==> config.mk <==
export PLATFORM = sky130hd
export DESIGN_NAME = ir_slope_beam_detector_flat
export DESIGN_NICKNAME = d
export VERILOG_FILES = /design/src/hw/rtl/irsb_pkg.sv /design/src/hw/rtl/irsb_if.sv /design/src/hw/rtl/ir_slope_beam_detector.sv /design/src/flat_wrapper.sv
export SDC_FILE = /design/constraint.sdc
export NUM_CORES = 1
export LEC_CHECK = 0
export BUFFER_PORTS_ARGS = -buffer_cell sky130_fd_sc_hd__buf_2
export CAP_MARGIN = 20
export CORE_UTILIZATION = 55
export CTS_CLUSTER_DIAMETER = 40
export CTS_CLUSTER_SIZE = 8
export DETAILED_ROUTE_END_ITERATION = 7
export HOLD_SLACK_MARGIN = 0.15
export PLACE_DENSITY_LB_ADDON = 0.15
export SLEW_MARGIN = 25
export SYNTH_ARGS = -nofsm -noshare
export SYNTH_HDL_FRONTEND = slang
export SYNTH_SLANG_ARGS = --single-unit
export TNS_END_PERCENT = 100
==> constraint.sdc <==
create_clock -name clk_i -period 13 [get_ports clk_i]
set_clock_uncertainty 0.2 [all_clocks]
set_input_delay 3.9 -clock clk_i [delete_from_list [all_inputs] [get_ports clk_i]]
set_output_delay 3.9 -clock clk_i [all_outputs]
set_load 0.02 [all_outputs]
==> src/hw/rtl/irsb_pkg.sv <==
`timescale 1ns / 1ps
// ----------------------------------------------------------------------------
// irsb_pkg
// Shared widths, register codes and helpers for the IR slope beam detector.
// ----------------------------------------------------------------------------
package irsb_pkg;

  // Number of sensor channels and converter sample width.
  localparam int CHANNELS    = 6;
  localparam int SAMPLE_BITS = 12;

  // Beat field widths.
  localparam int CHANNEL_W = 3;
  localparam int SAMPLE_W  = 12;
  localparam int KEY_W     = 6;
  localparam int CSUM_W    = 8;

  // Per-channel state widths.
  localparam int CH_IDX_W  = (CHANNELS > 1) ? $clog2(CHANNELS) : 1;
  localparam int CH_CNT_W  = CHANNEL_W + 1;
  localparam int SUM_W     = 16;
  localparam int SLOPE_W   = SAMPLE_BITS + 1;
  localparam int EXT_W     = ((SLOPE_W > SUM_W) ? SLOPE_W : SUM_W) + 1;
  localparam int CMP_W     = SUM_W + 1;

  // Saturation bounds of the slope accumulator.
  localparam int SUM_MAX = 2 ** (SUM_W - 1) - 1;
  localparam int SUM_MIN = -(2 ** (SUM_W - 1));
  localparam logic signed [EXT_W-1:0] SUM_MAX_X = EXT_W'(SUM_MAX);
  localparam logic signed [EXT_W-1:0] SUM_MIN_X = EXT_W'(SUM_MIN);

  // Configuration registers.
  localparam int CFG_W   = 12;
  localparam int PADDR_W = 3;
  localparam int PDATA_W = 32;
  localparam logic [0:0] REG_SLIDE_THRESHOLD = 1'b0;
  localparam logic [0:0] REG_REBASE_LIMIT    = 1'b1;
  localparam logic [CFG_W-1:0] THRESHOLD_RST = CFG_W'(200);
  localparam logic [CFG_W-1:0] REBASE_RST    = CFG_W'(50);

  // Packet header bytes 0xff + 0x05 + 0x01.
  localparam logic [8:0] HEADER_SUM = 9'h105;

  // Clamp a widened sum to the signed accumulator range.
  function automatic logic signed [SUM_W-1:0] sat_sum(input logic signed [EXT_W-1:0] v);
    logic signed [SUM_W-1:0] r;
    if (v > SUM_MAX_X) begin
      r = SUM_W'(SUM_MAX);
    end else if (v < SUM_MIN_X) begin
      r = SUM_W'(SUM_MIN);
    end else begin
      r = v[SUM_W-1:0];
    end
    return r;
  endfunction

endpackage

==> src/hw/rtl/irsb_if.sv <==
`timescale 1ns / 1ps
// ----------------------------------------------------------------------------
// irsb_in_if / irsb_out_if
// Valid/ready channels for sensor sample beats and key report beats.
// ----------------------------------------------------------------------------

// Sample channel: one converter reading tagged with its sensor channel.
interface irsb_in_if;
  logic                           valid;
  logic                           ready;
  logic [irsb_pkg::CHANNEL_W-1:0] channel;
  logic [irsb_pkg::SAMPLE_W-1:0]  sample;

  modport source (output valid, output channel, output sample, input ready);
  modport sink   (input valid, input channel, input sample, output ready);
endinterface

// Report channel: key bitmap and packet checksum.
interface irsb_out_if;
  logic                        valid;
  logic                        ready;
  logic [irsb_pkg::KEY_W-1:0]  key_bitmap;
  logic [irsb_pkg::CSUM_W-1:0] packet_checksum;

  modport source (output valid, output key_bitmap, output packet_checksum, input ready);
  modport sink   (input valid, input key_bitmap, input packet_checksum, output ready);
endinterface

==> src/hw/rtl/ir_slope_beam_detector.sv <==
`timescale 1ns / 1ps
// ----------------------------------------------------------------------------
// ir_slope_beam_detector
// Throughput: one sample beat per cycle unless out_s.ready stalls the report beat; the per-channel add,
// clamp and threshold compare sit between the sample register and the report register.
// Reset: asynchronous, active low; clears all channel state and the bitmap,
// and loads threshold 200 and rebase limit 50. No clearing pass is needed.
// ----------------------------------------------------------------------------
module ir_slope_beam_detector (
  input  logic                           clk_i,
  input  logic                           rst_ni,
  irsb_in_if.sink                        in_s,
  irsb_out_if.source                     out_s,
  input  logic                           psel,
  input  logic                           penable,
  input  logic                           pwrite,
  input  logic [irsb_pkg::PADDR_W-1:0]   paddr,
  input  logic [irsb_pkg::PDATA_W-1:0]   pwdata,
  output logic [irsb_pkg::PDATA_W-1:0]   prdata,
  output logic                           pready
);

  // Configuration registers.
  logic [irsb_pkg::CFG_W-1:0] thr_q;
  logic [irsb_pkg::CFG_W-1:0] lim_q;
  logic                       cfg_we;
  logic [0:0]                 cfg_sel;

  // Sample register stage.
  logic                             s1_valid_q;
  logic [irsb_pkg::CHANNEL_W-1:0]   s1_channel_q;
  logic [irsb_pkg::SAMPLE_W-1:0]    s1_sample_q;
  logic                             s1_adv;

  // Per-channel state.
  logic [irsb_pkg::SAMPLE_BITS-1:0]  prev_q   [irsb_pkg::CHANNELS];
  logic signed [irsb_pkg::SUM_W-1:0] sum_q    [irsb_pkg::CHANNELS];
  logic [irsb_pkg::CHANNELS-1:0]     primed_q;
  logic [irsb_pkg::CHANNELS-1:0]     beam_q;
  logic [irsb_pkg::CHANNELS-1:0]     beam_d;

  // Datapath.
  logic                              in_range;
  logic                              upd;
  logic [irsb_pkg::CH_IDX_W-1:0]     idx;
  logic [irsb_pkg::CHANNELS-1:0]     ch_mask;
  logic [irsb_pkg::SAMPLE_BITS-1:0]  smp;
  logic signed [irsb_pkg::SLOPE_W-1:0] slope;
  logic signed [irsb_pkg::EXT_W-1:0] slope_x;
  logic signed [irsb_pkg::EXT_W-1:0] sum_x;
  logic signed [irsb_pkg::EXT_W-1:0] limit_x;
  logic signed [irsb_pkg::SUM_W-1:0] acc_add;
  logic signed [irsb_pkg::SUM_W-1:0] acc_new;
  logic signed [irsb_pkg::CMP_W-1:0] acc_c;
  logic signed [irsb_pkg::CMP_W-1:0] thr_c;

  // Report register.
  logic                        r_valid_q;
  logic [irsb_pkg::KEY_W-1:0]  r_key_q;
  logic [irsb_pkg::KEY_W-1:0]  r_key_d;
  logic [irsb_pkg::CSUM_W-1:0] r_csum_q;
  logic [irsb_pkg::CSUM_W-1:0] r_csum_d;

  // APB register write and read-back.
  assign pready  = 1'b1;
  assign cfg_sel = paddr[2:2];
  assign cfg_we  = psel && penable && pwrite && pready;

  always_ff @(posedge clk_i or negedge rst_ni) begin
    if (!rst_ni) begin
      thr_q <= irsb_pkg::THRESHOLD_RST;
      lim_q <= irsb_pkg::REBASE_RST;
    end else if (cfg_we) begin
      case (cfg_sel)
        irsb_pkg::REG_SLIDE_THRESHOLD: thr_q <= pwdata[irsb_pkg::CFG_W-1:0];
        irsb_pkg::REG_REBASE_LIMIT:    lim_q <= pwdata[irsb_pkg::CFG_W-1:0];
        default: ;
      endcase
    end
  end

  always_comb begin
    case (cfg_sel)
      irsb_pkg::REG_SLIDE_THRESHOLD: prdata = irsb_pkg::PDATA_W'(thr_q);
      irsb_pkg::REG_REBASE_LIMIT:    prdata = irsb_pkg::PDATA_W'(lim_q);
      default:                       prdata = '0;
    endcase
  end

  // Handshake: the sample stage moves on when the report register is free or
  // being emptied in the same cycle.
  assign s1_adv     = s1_valid_q && (!r_valid_q || out_s.ready);
  assign in_s.ready = !s1_valid_q || s1_adv;

  always_ff @(posedge clk_i or negedge rst_ni) begin
    if (!rst_ni) begin
      s1_valid_q <= 1'b0;
    end else if (in_s.ready) begin
      s1_valid_q <= in_s.valid;
    end
  end

  always_ff @(posedge clk_i) begin
    if (in_s.valid && in_s.ready) begin
      s1_channel_q <= in_s.channel;
      s1_sample_q  <= in_s.sample;
    end
  end

  // Channel decode; out-of-range channels leave every state bit alone.
  assign in_range = {1'b0, s1_channel_q} < irsb_pkg::CH_CNT_W'(irsb_pkg::CHANNELS);
  assign idx      = s1_channel_q[irsb_pkg::CH_IDX_W-1:0];
  assign ch_mask  = in_range ? (irsb_pkg::CHANNELS'(1) << idx) : '0;
  assign upd      = s1_adv && in_range;
  assign smp      = irsb_pkg::SAMPLE_BITS'(s1_sample_q);

  // Slope, clamped accumulation and the two restart rules.
  always_comb begin
    slope   = $signed({1'b0, smp}) - $signed({1'b0, prev_q[idx]});
    slope_x = irsb_pkg::EXT_W'(slope);
    sum_x   = irsb_pkg::EXT_W'(sum_q[idx]) + slope_x;
    limit_x = $signed(irsb_pkg::EXT_W'(lim_q));
    acc_add = irsb_pkg::sat_sum(sum_x);
    acc_new = acc_add;
    if ((acc_add > 0) && (slope_x <= limit_x)) begin
      acc_new = irsb_pkg::sat_sum(slope_x);
    end else if ((acc_add < 0) && (slope_x >= limit_x)) begin
      acc_new = irsb_pkg::sat_sum(slope_x);
    end
  end

  // Threshold compare sets or clears the channel's beam bit.
  always_comb begin
    acc_c  = irsb_pkg::CMP_W'(acc_new);
    thr_c  = $signed(irsb_pkg::CMP_W'(thr_q));
    beam_d = beam_q;
    if (upd && primed_q[idx]) begin
      if (acc_c > thr_c) begin
        beam_d = beam_q | ch_mask;
      end else if (acc_c < -thr_c) begin
        beam_d = beam_q & ~ch_mask;
      end
    end
  end

  // Channel state update.
  always_ff @(posedge clk_i or negedge rst_ni) begin
    if (!rst_ni) begin
      for (int i = 0; i < irsb_pkg::CHANNELS; i++) begin
        prev_q[i] <= '0;
        sum_q[i]  <= '0;
      end
      primed_q <= '0;
      beam_q   <= '0;
    end else begin
      beam_q <= beam_d;
      if (upd) begin
        prev_q[idx]   <= smp;
        primed_q[idx] <= 1'b1;
        if (primed_q[idx]) begin
          sum_q[idx] <= acc_new;
        end
      end
    end
  end

  // Report beat: bitmap after this sample and its checksum.
  assign r_key_d  = irsb_pkg::KEY_W'(beam_d);
  assign r_csum_d = irsb_pkg::CSUM_W'(irsb_pkg::CSUM_W'(0)
                    - (irsb_pkg::CSUM_W'(r_key_d) + irsb_pkg::CSUM_W'(irsb_pkg::HEADER_SUM)));

  always_ff @(posedge clk_i or negedge rst_ni) begin
    if (!rst_ni) begin
      r_valid_q <= 1'b0;
    end else if (s1_adv) begin
      r_valid_q <= 1'b1;
    end else if (out_s.ready) begin
      r_valid_q <= 1'b0;
    end
  end

  always_ff @(posedge clk_i) begin
    if (s1_adv) begin
      r_key_q  <= r_key_d;
      r_csum_q <= r_csum_d;
    end
  end

  assign out_s.valid           = r_valid_q;
  assign out_s.key_bitmap      = r_key_q;
  assign out_s.packet_checksum = r_csum_q;

  // The header, bitmap and checksum of a report beat sum to zero.
  a_csum_ok: assert property (@(posedge clk_i) disable iff (!rst_ni)
    r_valid_q |-> (irsb_pkg::CSUM_W'(irsb_pkg::CSUM_W'(r_key_q) + r_csum_q
                   + irsb_pkg::CSUM_W'(irsb_pkg::HEADER_SUM)) == '0))
    else $error("report checksum does not match bitmap");

  // A sample only ever changes the beam bit of its own channel.
  a_beam_own_bit: assert property (@(posedge clk_i) disable iff (!rst_ni)
    s1_adv |=> ((beam_q ^ $past(beam_q)) & ~$past(ch_mask)) == '0)
    else $error("beam bit of another channel changed");

  // A priming or out-of-range sample leaves the bitmap unchanged.
  a_prime_hold: assert property (@(posedge clk_i) disable iff (!rst_ni)
    (s1_adv && (!in_range || !primed_q[idx])) |=> beam_q == $past(beam_q))
    else $error("bitmap changed on priming or out-of-range sample");

  // An empty sample stage always takes a new beat.
  a_ready_empty: assert property (@(posedge clk_i) disable iff (!rst_ni)
    !s1_valid_q |-> in_s.ready)
    else $error("sample stage empty but not ready");

endmodule
==> src/flat_wrapper.sv <==
// flat-port wrapper written by rule: the top's interface ports become plain ports
module ir_slope_beam_detector_flat 
  (clk_i, rst_ni, psel, penable, pwrite, paddr, pwdata, prdata, pready, in_s_valid, in_s_channel, in_s_sample, in_s_ready, out_s_valid, out_s_key_bitmap, out_s_packet_checksum, out_s_ready);
  irsb_in_if in_s_i ();
  irsb_out_if out_s_i ();
  input  logic clk_i;
  input  logic rst_ni;
  input  logic psel;
  input  logic penable;
  input  logic pwrite;
  input  logic [irsb_pkg::PADDR_W-1:0] paddr;
  input  logic [irsb_pkg::PDATA_W-1:0] pwdata;
  output logic [irsb_pkg::PDATA_W-1:0] prdata;
  output logic pready;
  input wire logic [$bits(in_s_i.valid)-1:0] in_s_valid;
  input wire logic [$bits(in_s_i.channel)-1:0] in_s_channel;
  input wire logic [$bits(in_s_i.sample)-1:0] in_s_sample;
  output wire logic [$bits(in_s_i.ready)-1:0] in_s_ready;
  output wire logic [$bits(out_s_i.valid)-1:0] out_s_valid;
  output wire logic [$bits(out_s_i.key_bitmap)-1:0] out_s_key_bitmap;
  output wire logic [$bits(out_s_i.packet_checksum)-1:0] out_s_packet_checksum;
  input wire logic [$bits(out_s_i.ready)-1:0] out_s_ready;
  assign in_s_i.valid = in_s_valid;
  assign in_s_i.channel = in_s_channel;
  assign in_s_i.sample = in_s_sample;
  assign in_s_ready = in_s_i.ready;
  assign out_s_valid = out_s_i.valid;
  assign out_s_key_bitmap = out_s_i.key_bitmap;
  assign out_s_packet_checksum = out_s_i.packet_checksum;
  assign out_s_i.ready = out_s_ready;
  ir_slope_beam_detector u_core (.clk_i(clk_i), .rst_ni(rst_ni), .in_s(in_s_i), .out_s(out_s_i), .psel(psel), .penable(penable), .pwrite(pwrite), .paddr(paddr), .pwdata(pwdata), .prdata(prdata), .pready(pready));
endmodule
Word-level counts from Yosys, hierarchy flattened
Index checks and enable logic that the tools add are counted. Widths: inputs -> output; s select.

Flip-flop bits (word level): 235. Latch bits: 0. Memory bits (writable): 0. Memory bits (read-only): 0. Input port bits: 57. Output and inout port bits: 49. Memories: 0.

Add/sub/neg operators: 5. Multiply operators: 0. Divide/modulo/power cells: 0. $lt $le $gt $ge: 15. Equality and inequality tests: 0. Shifts and indexed selects: 1. Muxes and demuxes: 29. Bitwise logic cells: 6. Reduce and logical (&&, ||, !) cells: 18.

Operators with widths (count): $mux 16 (9); $bwmux 96 (1); $bwmux 72 (1); $pmux 32 s2 (1); $bmux 16 s3 (1); $demux 16 s3 (1); $bmux 12 s3 (1); $demux 12 s3 (1); $mux 12 (3); $mux 6 (4); $add 16x13->17 (1); $gt 17x16->1 const B (1); $lt 16x17->1 (1); $lt 17x16->1 const B (1); $neg 12->17 (1); $gt 13x16->1 const B (1); $gt 16x1->1 const B (1); $gt 16x13->1 (1); $lt 13x16->1 const B (1); $lt 16x1->1 const B (1); $ge 13x13->1 (1); $le 13x13->1 (1); $sub 12x12->13 (1); $or 6x6->6 (2); 20 further kinds (36).

Depth between registers and ports, before layout
Gate-level depths: netlist of run 1.

Depth after elaboration: 19. Gate-level depth with buffers: 47. Depth with buffers taken out: 42.

Worst setup path before layout of run 1
OpenSTA, ideal clock, no wires.

Path kind: reg-to-reg. Start point: reg u_core.s1_channel_q (netlist bit u_core.idx[0]). End point: reg u_core.r_csum_q (netlist bit u_core.out_s.packet_checksum[5]), data pin. Arrival time: 10.081 ns. Path slack: 2.461 ns. Stages on the path, launching flop included: 47. Path buffers: 5. Clock period less this slack: 10.539 ns. Cell sequence: edfxtp_1 > clkbuf_1 > buf_1 > clkbuf_1 > buf_1 > mux2i_1 > nor2_1 > a21oi_1 > ha_1 > nor2b_1 > o21ai_0 > a21boi_0 > o21a_1 > o21a_1 > o21ai_0 > a21boi_0 > o21ai_0 > a21oi_1 > [... 11 more ...] > o21ai_0 > o21ai_0 > inv_1 > ha_1 > nand3_1 > o22ai_1 > o21a_1 > o21a_1 > o211ai_1 > a21o_1 > a21o_1 > nor4b_4 > o31ai_4 > ha_1 > nand2b_1 > nor4b_2 > nand3_1 > o221a_1.

Cells in the longest elaborated chain, start to end: 19.

Ends and longest elaborated chain: start, declared (RTL line ir_slope_beam_detector.sv:31) `logic [irsb_pkg::CHANNEL_W-1:0] s1_channel_q;`; start signal, assigned (RTL line ir_slope_beam_detector.sv:105) `s1_channel_q <= in_s.channel;`; $not 3->4 (implied by the code) (*) (RTL line ir_slope_beam_detector.sv:119, ir_slope_beam_detector.sv:121); $bmux 12 s3 (RTL line ir_slope_beam_detector.sv:119) `slope = $signed({1'b0, smp}) - $signed({1'b0, prev_q[idx]});`; $mux 12 (implied by the code) (2 in a row) (RTL line ir_slope_beam_detector.sv:119); $sub 12x12->13 (RTL line ir_slope_beam_detector.sv:119); $add 16x13->17 (RTL line ir_slope_beam_detector.sv:121) `sum_x = irsb_pkg::EXT_W'(sum_q[idx]) + slope_x;`; $lt 17x16->1 (RTL line irsb_pkg.sv:49) `end else if (v < SUM_MIN_X) begin`; $mux 16 (RTL line irsb_pkg.sv:49); $mux 16 (RTL line irsb_pkg.sv:47) `if (v > SUM_MAX_X) begin`; [... 4 more ...]; via u_core.acc_new, one bit (RTL line ir_slope_beam_detector.sv:53) `logic signed [irsb_pkg::SUM_W-1:0] acc_new;`; $lt 16x17->1 (RTL line ir_slope_beam_detector.sv:140) `end else if (acc_c < -thr_c) begin`; $mux 6 (RTL line ir_slope_beam_detector.sv:140); $mux 6 (*) (RTL line ir_slope_beam_detector.sv:138) `if (acc_c > thr_c) begin`; $mux 6 (*) (RTL line ir_slope_beam_detector.sv:137) `if (upd && primed_q[idx]) begin`; via u_core.beam_d, one bit (RTL line ir_slope_beam_detector.sv:40) `logic [irsb_pkg::CHANNELS-1:0] beam_d;`; $add 6x3->7 (*) (RTL line ir_slope_beam_detector.sv:170) `- (irsb_pkg::CSUM_W'(r_key_d) + irsb_pkg::CSUM_W'(irsb_pkg::HEADER_SUM)));`; $sub 1x8->8 (*) (RTL line ir_slope_beam_detector.sv:170); via u_core.r_csum_d, one bit (RTL line ir_slope_beam_detector.sv:62) `logic [irsb_pkg::CSUM_W-1:0] r_csum_d;`; end signal, assigned (RTL line ir_slope_beam_detector.sv:185) `r_csum_q <= r_csum_d;`; end, declared (RTL line ir_slope_beam_detector.sv:61) `logic [irsb_pkg::CSUM_W-1:0] r_csum_q;`.

Mark *: on every way through the listed nets, which the timed path passes. The rest lies on a longest branch. The select of a mux whose other input is x is not followed. A chain may end at the register's enable or synchronous reset.

Worst setup path after layout of run 1
Start point: reg u_core.s1_channel_q (netlist bit u_core.idx[1]). End point: reg u_core.r_csum_q (netlist bit u_core.out_s.packet_checksum[5]), data pin.

The elaborated chain is that of the path after synthesis.

==> results.sh, run 1 <==
export IMPL_status="finished, final reports clean"
export IMPL_netlist_top_cells_area="dfrtp_1, mux2_2, ha_1"
export IMPL_holdPathEnd="u_core.primed_q[3]$_DFFE_PN0P_"
export IMPL_fin_crit_ns=11.31
export IMPL_design_core_area_sq_mm=0.0237
export IMPL_ff2ff_setup_slack_ns=1.69
export IMPL_syn_avg_cell_area_sq_um=10.9
export IMPL_place_area_sq_mm=0.0139
export IMPL_die_h_um=158
export IMPL_drive_above_1_share_pct=25.3
export IMPL_cts_sinks=235
export IMPL_synth_ff_type="dfrtp_1"
export IMPL_setup_viol=0
export IMPL_r2r_end="u_core.out_s.packet_checksum[5]$_DFFE_PP_"
export IMPL_hold_viol=0
export IMPL_worstSetupPathType="reg -> reg"
export IMPL_use_met3_pct=4.60
export IMPL_worstSetupStartpointType="flip-flop"
export IMPL_crit_arrival_ns=11.38
export IMPL_crit_top_cell="o21ai_0"
export IMPL_slowest_stage="nor4b_4"
export IMPL_routed_wl_um=31500
export IMPL_drt_wirelength_per_cell_um=19.3
export IMPL_crit_path_start="u_core.idx[1]$_DFFE_PP_"
export IMPL_antenna_cells=0
export IMPL_swShare_pct=41.5
export IMPL_num_vias=9571
export IMPL_antenna_left=0
export IMPL_rr_worst_depth=41
export IMPL_cp_max_fo=19
export IMPL_peakVddDrop_uv=122
export IMPL_synth_top_cell_area_share_pct=37.4
export IMPL_cts_resized=0
export IMPL_cts_setup_buffers=0
export IMPL_fin_ws_ns=1.69
export IMPL_synth_async_sr_flop_share_pct=87.7
export IMPL_grtUsageTotal_pct=26.2
export IMPL_layout_cells_non_filler=1634
export IMPL_ctsRootBufferMaster="clkbuf_16"
export IMPL_period_share_pct=87.0
export IMPL_antenna_found_initial=0
export IMPL_switchingPower_w=0.00173
export IMPL_areaGrowthSynthToFinish_pct=13.6
export IMPL_hold_depth=1
export IMPL_seqPwrFrac_pct=27.2
export IMPL_insertion_delay_ns=0.52
export IMPL_place_congestion=0.988
export IMPL_cts_buffers=41
export IMPL_design_portCount=106
export IMPL_io_buffer_count=62
export IMPL_slew_viol_final=0
export IMPL_ys_ff_latch=235
export IMPL_holdCritStartpoint="u_core.primed_q[3]$_DFFE_PN0P_"
export IMPL_htree_levels=2
export IMPL_regToRegStartpoint="u_core.idx[1]$_DFFE_PP_"
export IMPL_powerDensity_mw_per_mm2=275
export IMPL_cts_max_path_buffers=3
export IMPL_grt_pass1_wl_um=49800
export IMPL_tritoncts="done"
export IMPL_start_util_pct=56.5
export IMPL_grt_overflow=0
export IMPL_p_leak_nw=6.74
export IMPL_dp_cells=1563
export IMPL_drt_initial_drc_count=614
export IMPL_yosysWarningCount=0
export IMPL_worst_slew_pin_slew_ns=1.06
export IMPL_crit_family="compound AO/OA/AOI/OAI gates"
export IMPL_grt_max_degree=78
export IMPL_critPathBufInv=1
export IMPL_vias_per_cell=5.86
export IMPL_p_comb_share_pct=49.3
export IMPL_drt_pass1_iterations=5
export IMPL_synth_area_sq_mm=0.0134
export IMPL_die_area_sq_mm=0.0250
export IMPL_p_clk_share_pct=23.5
export IMPL_fin_tns_setup_ns=0
export IMPL_synth_distinct_cells=77
export IMPL_p_int_w=0.00245
export IMPL_slew_limit_headroom_pct=28.4
export IMPL_yosysTopAreaCell="dfrtp_1"
export IMPL_clkSlewWorstSetupHoldPaths_ns=0.05
export IMPL_drc_errors=0
export IMPL_grtUsageMet1_pct=34.6
export IMPL_pre_cts_ws_ns=1.82
export IMPL_core_rowCount=56
export IMPL_grt_pass1_vias=9397
export IMPL_busiest_layer="met2"
export IMPL_final_util_pct=64.2
export IMPL_min_path_type="reg -> reg"
export IMPL_dieWidth_um=158
export IMPL_design_area_sq_mm=0.0152
export IMPL_final_nets=1417
export IMPL_slowest_delay_ns=0.67
export IMPL_place_detailed_hpwl_um=22000
export IMPL_grtUsageMet2_pct=43.9
export IMPL_maxCapViolCount=0
export IMPL_synthCells=1224
export IMPL_cp_end_kind="flip-flop"
export IMPL_required_ns=13.07
export IMPL_ys_seq_area_share_pct=45.1
export IMPL_fmax_mhz=88.5
export IMPL_rsz0062_at_grt="false"
export IMPL_cts_hold_buffers=0
export IMPL_synth_edf_count=29
[per-layer routing]
layer / vias up / part of all wire (%)
met5: - / 0
met1: 4732 / 45
met4: 0 / 2.3
met3: 47 / 4.3
li1: 4556 / -
met2: 236 / 49
[power groups by stage]
stage | clock network [W] | logic (W) | registers, W
after CTS | 0.00100 | 0.00205 | 0.00114
after floorplan | 0 | 0.00150 | 0.00112
final | 0.000980 | 0.00206 | 0.00114
after global placement | 0 | 0.00199 | 0.00113
after global routing | 0.00103 | 0.00227 | 0.00117
after detailed placement | 0 | 0.00203 | 0.00115
[Yosys cell counts (all sizes together), types with 8 or more instances]
library cell,n
nor2,47
o31ai,17
inv,52
o211ai,18
buf,30
a21o,16
o21ai,103
nand3,21
a211oi,10
or3,9
a21oi,48
o21a,19
nand2,141
clkbuf,46
nand4,10
xor2,13
nor4,8
mux2i,28
dfrtp,200
nand2b,11
mux2,142
ha,71
nor3,11
mux4,28
edfxtp,29
xnor2,15
[state kept, by name (all words and copies together) (netlist names)]
signal / cells
u_core.beam_q: 6
u_core.idx: 3
u_core.lim_q: 12
u_core.out_s.key_bitmap: 6
u_core.out_s.packet_checksum: 8
u_core.out_s.valid: 1
u_core.prev_q: 72
u_core.primed_q: 6
u_core.s1_sample_q: 12
u_core.s1_valid_q: 1
u_core.sum_q: 96
u_core.thr_q: 12
[cells by family (layout without fill, tap and decap cells)]
kind of cell	count (synthesis)	count (layout)	synth area share (%)
and+or+nand+nor	284	284	9.81
AOI/OAI and AO/OA	275	275	13.4
DFF	235	235	45.1
muxes	198	198	18.7
buffers and inverters	129	201	4.21
adders and majority gates	73	73	6.93
xor gates and xnor gates	28	28	1.83
other	2	21	0.0561
[cells in the final DEF (no fill, tap or decap), drive strengths merged, types with 47 or more instances in the layout]
| cell type | count |
|---|---|
| nand2 | 141 |
| ha | 71 |
| inv | 55 |
| mux2 | 142 |
| dfrtp | 200 |
| nor2 | 47 |
| a21oi | 48 |
| buf | 76 |
| clkbuf | 61 |
| o21ai | 103 |
[stage by stage]
stage               hold WS, ns  total power, W
global route              0.276         0.00447
detailed placement        0.252         0.00318
floorplan                 0.234         0.00262
finish                    0.268         0.00418
CTS                       0.267         0.00419
global placement          0.249         0.00313
[layout make-up]
cell class | count | area, sq um
inverter | 53 | 199
fill | 1948 | 8480
timing repair buffer | 77 | 435
multi-input combinational | 879 | 6880
clock inverter | 11 | 118
clock buffer | 60 | 1150
sequential | 235 | 6030
tap | 319 | 399
[worst max-delay path by stage]
stage | endpoint | slack (ns) | depth (start not counted)
6_report | u_core.out_s.packet_checksum[5]$_DFFE_PP_ | 1.69 | 41
5_1_grt | u_core.out_s.packet_checksum[5]$_DFFE_PP_ | 0.92 | 41
4_1_cts | u_core.out_s.packet_checksum[5]$_DFFE_PP_ | 1.76 | 41
3_5_place_dp | u_core.out_s.packet_checksum[5]$_DFFE_PP_ | 1.82 | 38
3_3_place_gp | u_core.out_s.packet_checksum[5]$_DFFE_PP_ | 1.88 | 41
2_1_floorplan | u_core.out_s.packet_checksum[5]$_DFFE_PP_ | 2.46 | 46
No activity file was read; power rests on OpenSTA's default activity.
==> run 2, diff against run 1 <==
--- a/config.mk
+++ b/config.mk
@@ -13,6 +13,7 @@
 export DETAILED_ROUTE_END_ITERATION = 7
 export HOLD_SLACK_MARGIN = 0.15
 export PLACE_DENSITY_LB_ADDON = 0.15
+export RECOVER_POWER = 100
 export SLEW_MARGIN = 25
 export SYNTH_ARGS = -nofsm -noshare
 export SYNTH_HDL_FRONTEND = slang
==> results.sh, run 2 (synthesized netlist as in run 1, its figures left out) <==
export IMPL_die_h_um=158
export IMPL_maxCapViolCount=3
export IMPL_tritoncts="done"
export IMPL_cts_max_path_buffers=3
export IMPL_start_util_pct=56.5
export IMPL_cp_max_fo=19
export IMPL_grt_pass1_vias=9397
export IMPL_setup_viol=0
export IMPL_drt_initial_drc_count=626
export IMPL_hold_slack_ns=0.268
export IMPL_seqPwrFrac_pct=27.4
export IMPL_core_rowCount=56
export IMPL_period_share_pct=89.3
export IMPL_status="complete, but fails checks"
export IMPL_vias_per_cell=5.86
export IMPL_fmax_mhz=86.1
export IMPL_p_comb_share_pct=49.0
export IMPL_layout_cells_non_filler=1634
export IMPL_largest_reg_flops=96
export IMPL_drt_wirelength_per_cell_um=19.3
export IMPL_crit_top_cell="o21ai_0"
export IMPL_routed_wl_um=31500
export IMPL_antenna_cells=0
export IMPL_largest_register="u_core.sum_q"
export IMPL_crit_family="compound AO/OA/AOI/OAI gates"
export IMPL_peakVddDrop_uv=122
export IMPL_dp_cells=1563
export IMPL_slew_viol_final=211
export IMPL_drive_above_1_share_pct=22.1
export IMPL_cts_setup_buffers=0
export IMPL_switchingPower_w=0.00172
export IMPL_p_int_w=0.00243
export IMPL_total_power_w=0.00416
export IMPL_place_detailed_hpwl_um=22000
export IMPL_violations="capacitance limit, slew limit"
export IMPL_dieWidth_um=158
export IMPL_swShare_pct=41.5
export IMPL_worstSetupPathType="reg -> reg"
export IMPL_p_clk_share_pct=23.6
export IMPL_cts_hold_buffers=0
export IMPL_fin_crit_ns=11.61
export IMPL_slew_limit_headroom_pct=-173
export IMPL_regToRegStartpoint="u_core.idx[1]$_DFFE_PP_"
export IMPL_grt_max_degree=78
export IMPL_grt_overflow=0
export IMPL_place_congestion=0.988
export IMPL_cts_buffers=41
export IMPL_slowest_stage="o31ai_1"
export IMPL_r2r_end="u_core.out_s.packet_checksum[5]$_DFFE_PP_"
export IMPL_fin_tns_setup_ns=0
export IMPL_final_common_cell="dfrtp_1"
export IMPL_p_leak_nw=6.63
export IMPL_fillers=1971
export IMPL_ff2ff_setup_slack_ns=1.39
export IMPL_grt_pass1_wl_um=49800
export IMPL_design_core_area_sq_mm=0.0237
export IMPL_hold_depth=1
export IMPL_layout_common_cells="dfrtp_1, mux2_2, nand2_1, o21ai_0, ha_1"
export IMPL_num_vias=9581
export IMPL_antenna_left=0
export IMPL_reg_top3="u_core.sum_q: 96 flops, u_core.prev_q: 72 flops"
export IMPL_place_area_sq_mm=0.0139
export IMPL_htree_levels=2
export IMPL_required_ns=13.07
export IMPL_drc_errors=0
export IMPL_cp_num_cells=41
export IMPL_drt_pass1_iterations=5
export IMPL_crit_arrival_ns=11.68
export IMPL_cp_end_kind="flip-flop"
export IMPL_rsz0062_at_grt="false"
export IMPL_worst_slew_pin_slew_ns=4.10
export IMPL_areaGrowthSynthToFinish_pct=12.7
export IMPL_clkSlewWorstSetupHoldPaths_ns=0.05
export IMPL_insertion_delay_ns=0.52
export IMPL_critPathBufInv=1
export IMPL_rr_worst_depth=41
export IMPL_design_portCount=106
export IMPL_worstSetupStartpointType="flip-flop"
export IMPL_holdCritStartpoint="u_core.primed_q[3]$_DFFE_PN0P_"
export IMPL_die_area_sq_mm=0.0250
export IMPL_holdPathEnd="u_core.primed_q[3]$_DFFE_PN0P_"
export IMPL_hold_viol=0
export IMPL_antenna_found_initial=0
export IMPL_powerDensity_mw_per_mm2=275
export IMPL_final_nets=1417
export IMPL_grtUsageTotal_pct=26.2
export IMPL_design_area_sq_mm=0.0151
export IMPL_slowest_delay_ns=0.61
export IMPL_cts_resized=0
export IMPL_io_buffer_count=62
export IMPL_min_path_type="reg -> reg"
export IMPL_ctsRootBufferMaster="clkbuf_16"
export IMPL_cts_sinks=235
## run 2: cell types whose count changed in the layout (fill, tap and decap cells not counted), moves of 2 or more
cell and delta:
clkbuf_1 +34, and2_0 +2, and2_1 -2, o21ai_0 +2
o31ai_2 -3, o31ai_1 +4, buf_2 -29, buf_4 -3
## run 2: layer usage
| layer | vias up | track usage, % | wire length, um |
|---|---|---|---|
| met4 | 0 | 8.33 | 717 |
| li1 | 4562 | - | - |
| met5 | - | 0 | 0 |
| met2 | 253 | 43.9 | 15400 |
| met1 | 4716 | 34.6 | 14000 |
| met3 | 50 | 4.60 | 1410 |
## run 2: how the worst max path moves through the flow
stage | start | endpoint | slack, ns
3_3_place_gp | u_core.idx[1]$_DFFE_PP_ | u_core.out_s.packet_checksum[5]$_DFFE_PP_ | 1.88
3_5_place_dp | u_core.idx[1]$_DFFE_PP_ | u_core.out_s.packet_checksum[5]$_DFFE_PP_ | 1.82
2_1_floorplan | u_core.idx[0]$_DFFE_PP_ | u_core.out_s.packet_checksum[5]$_DFFE_PP_ | 2.46
5_1_grt | u_core.idx[0]$_DFFE_PP_ | u_core.out_s.packet_checksum[5]$_DFFE_PP_ | 0.50
4_1_cts | u_core.idx[1]$_DFFE_PP_ | u_core.out_s.packet_checksum[5]$_DFFE_PP_ | 1.76
6_report | u_core.idx[1]$_DFFE_PP_ | u_core.out_s.packet_checksum[5]$_DFFE_PP_ | 1.39
## run 2: final cells by class
class                      instances  area [sq um]  area share (%)
clock inverter                    11           118           0.779
timing repair buffer              77           370            2.45
sequential                       235          6030            40.0
inverter                          53           199            1.32
tap                              319           399            2.64
multi-input combinational        879          6830            45.2
clock buffer                      60          1150            7.60
## run 2: power by group through the flow
| stage | combinational [W] | clock [W] | sequential, W |
|---|---|---|---|
| final | 0.00203 | 0.000981 | 0.00114 |
| after global routing | 0.00225 | 0.00103 | 0.00117 |
| after CTS | 0.00205 | 0.00100 | 0.00114 |
| after detailed placement | 0.00203 | 0 | 0.00115 |
| after global placement | 0.00199 | 0 | 0.00113 |
| after floorplan | 0.00150 | 0 | 0.00112 |
## run 2: through the flow
stage                     setup slack (ns)  util (%)
final                                 1.39      63.7
after CTS                             1.76      64.2
after floorplan                       2.46         -
after global routing                 0.499      63.7
after global placement                1.88      58.8
after detailed placement              1.82      58.8
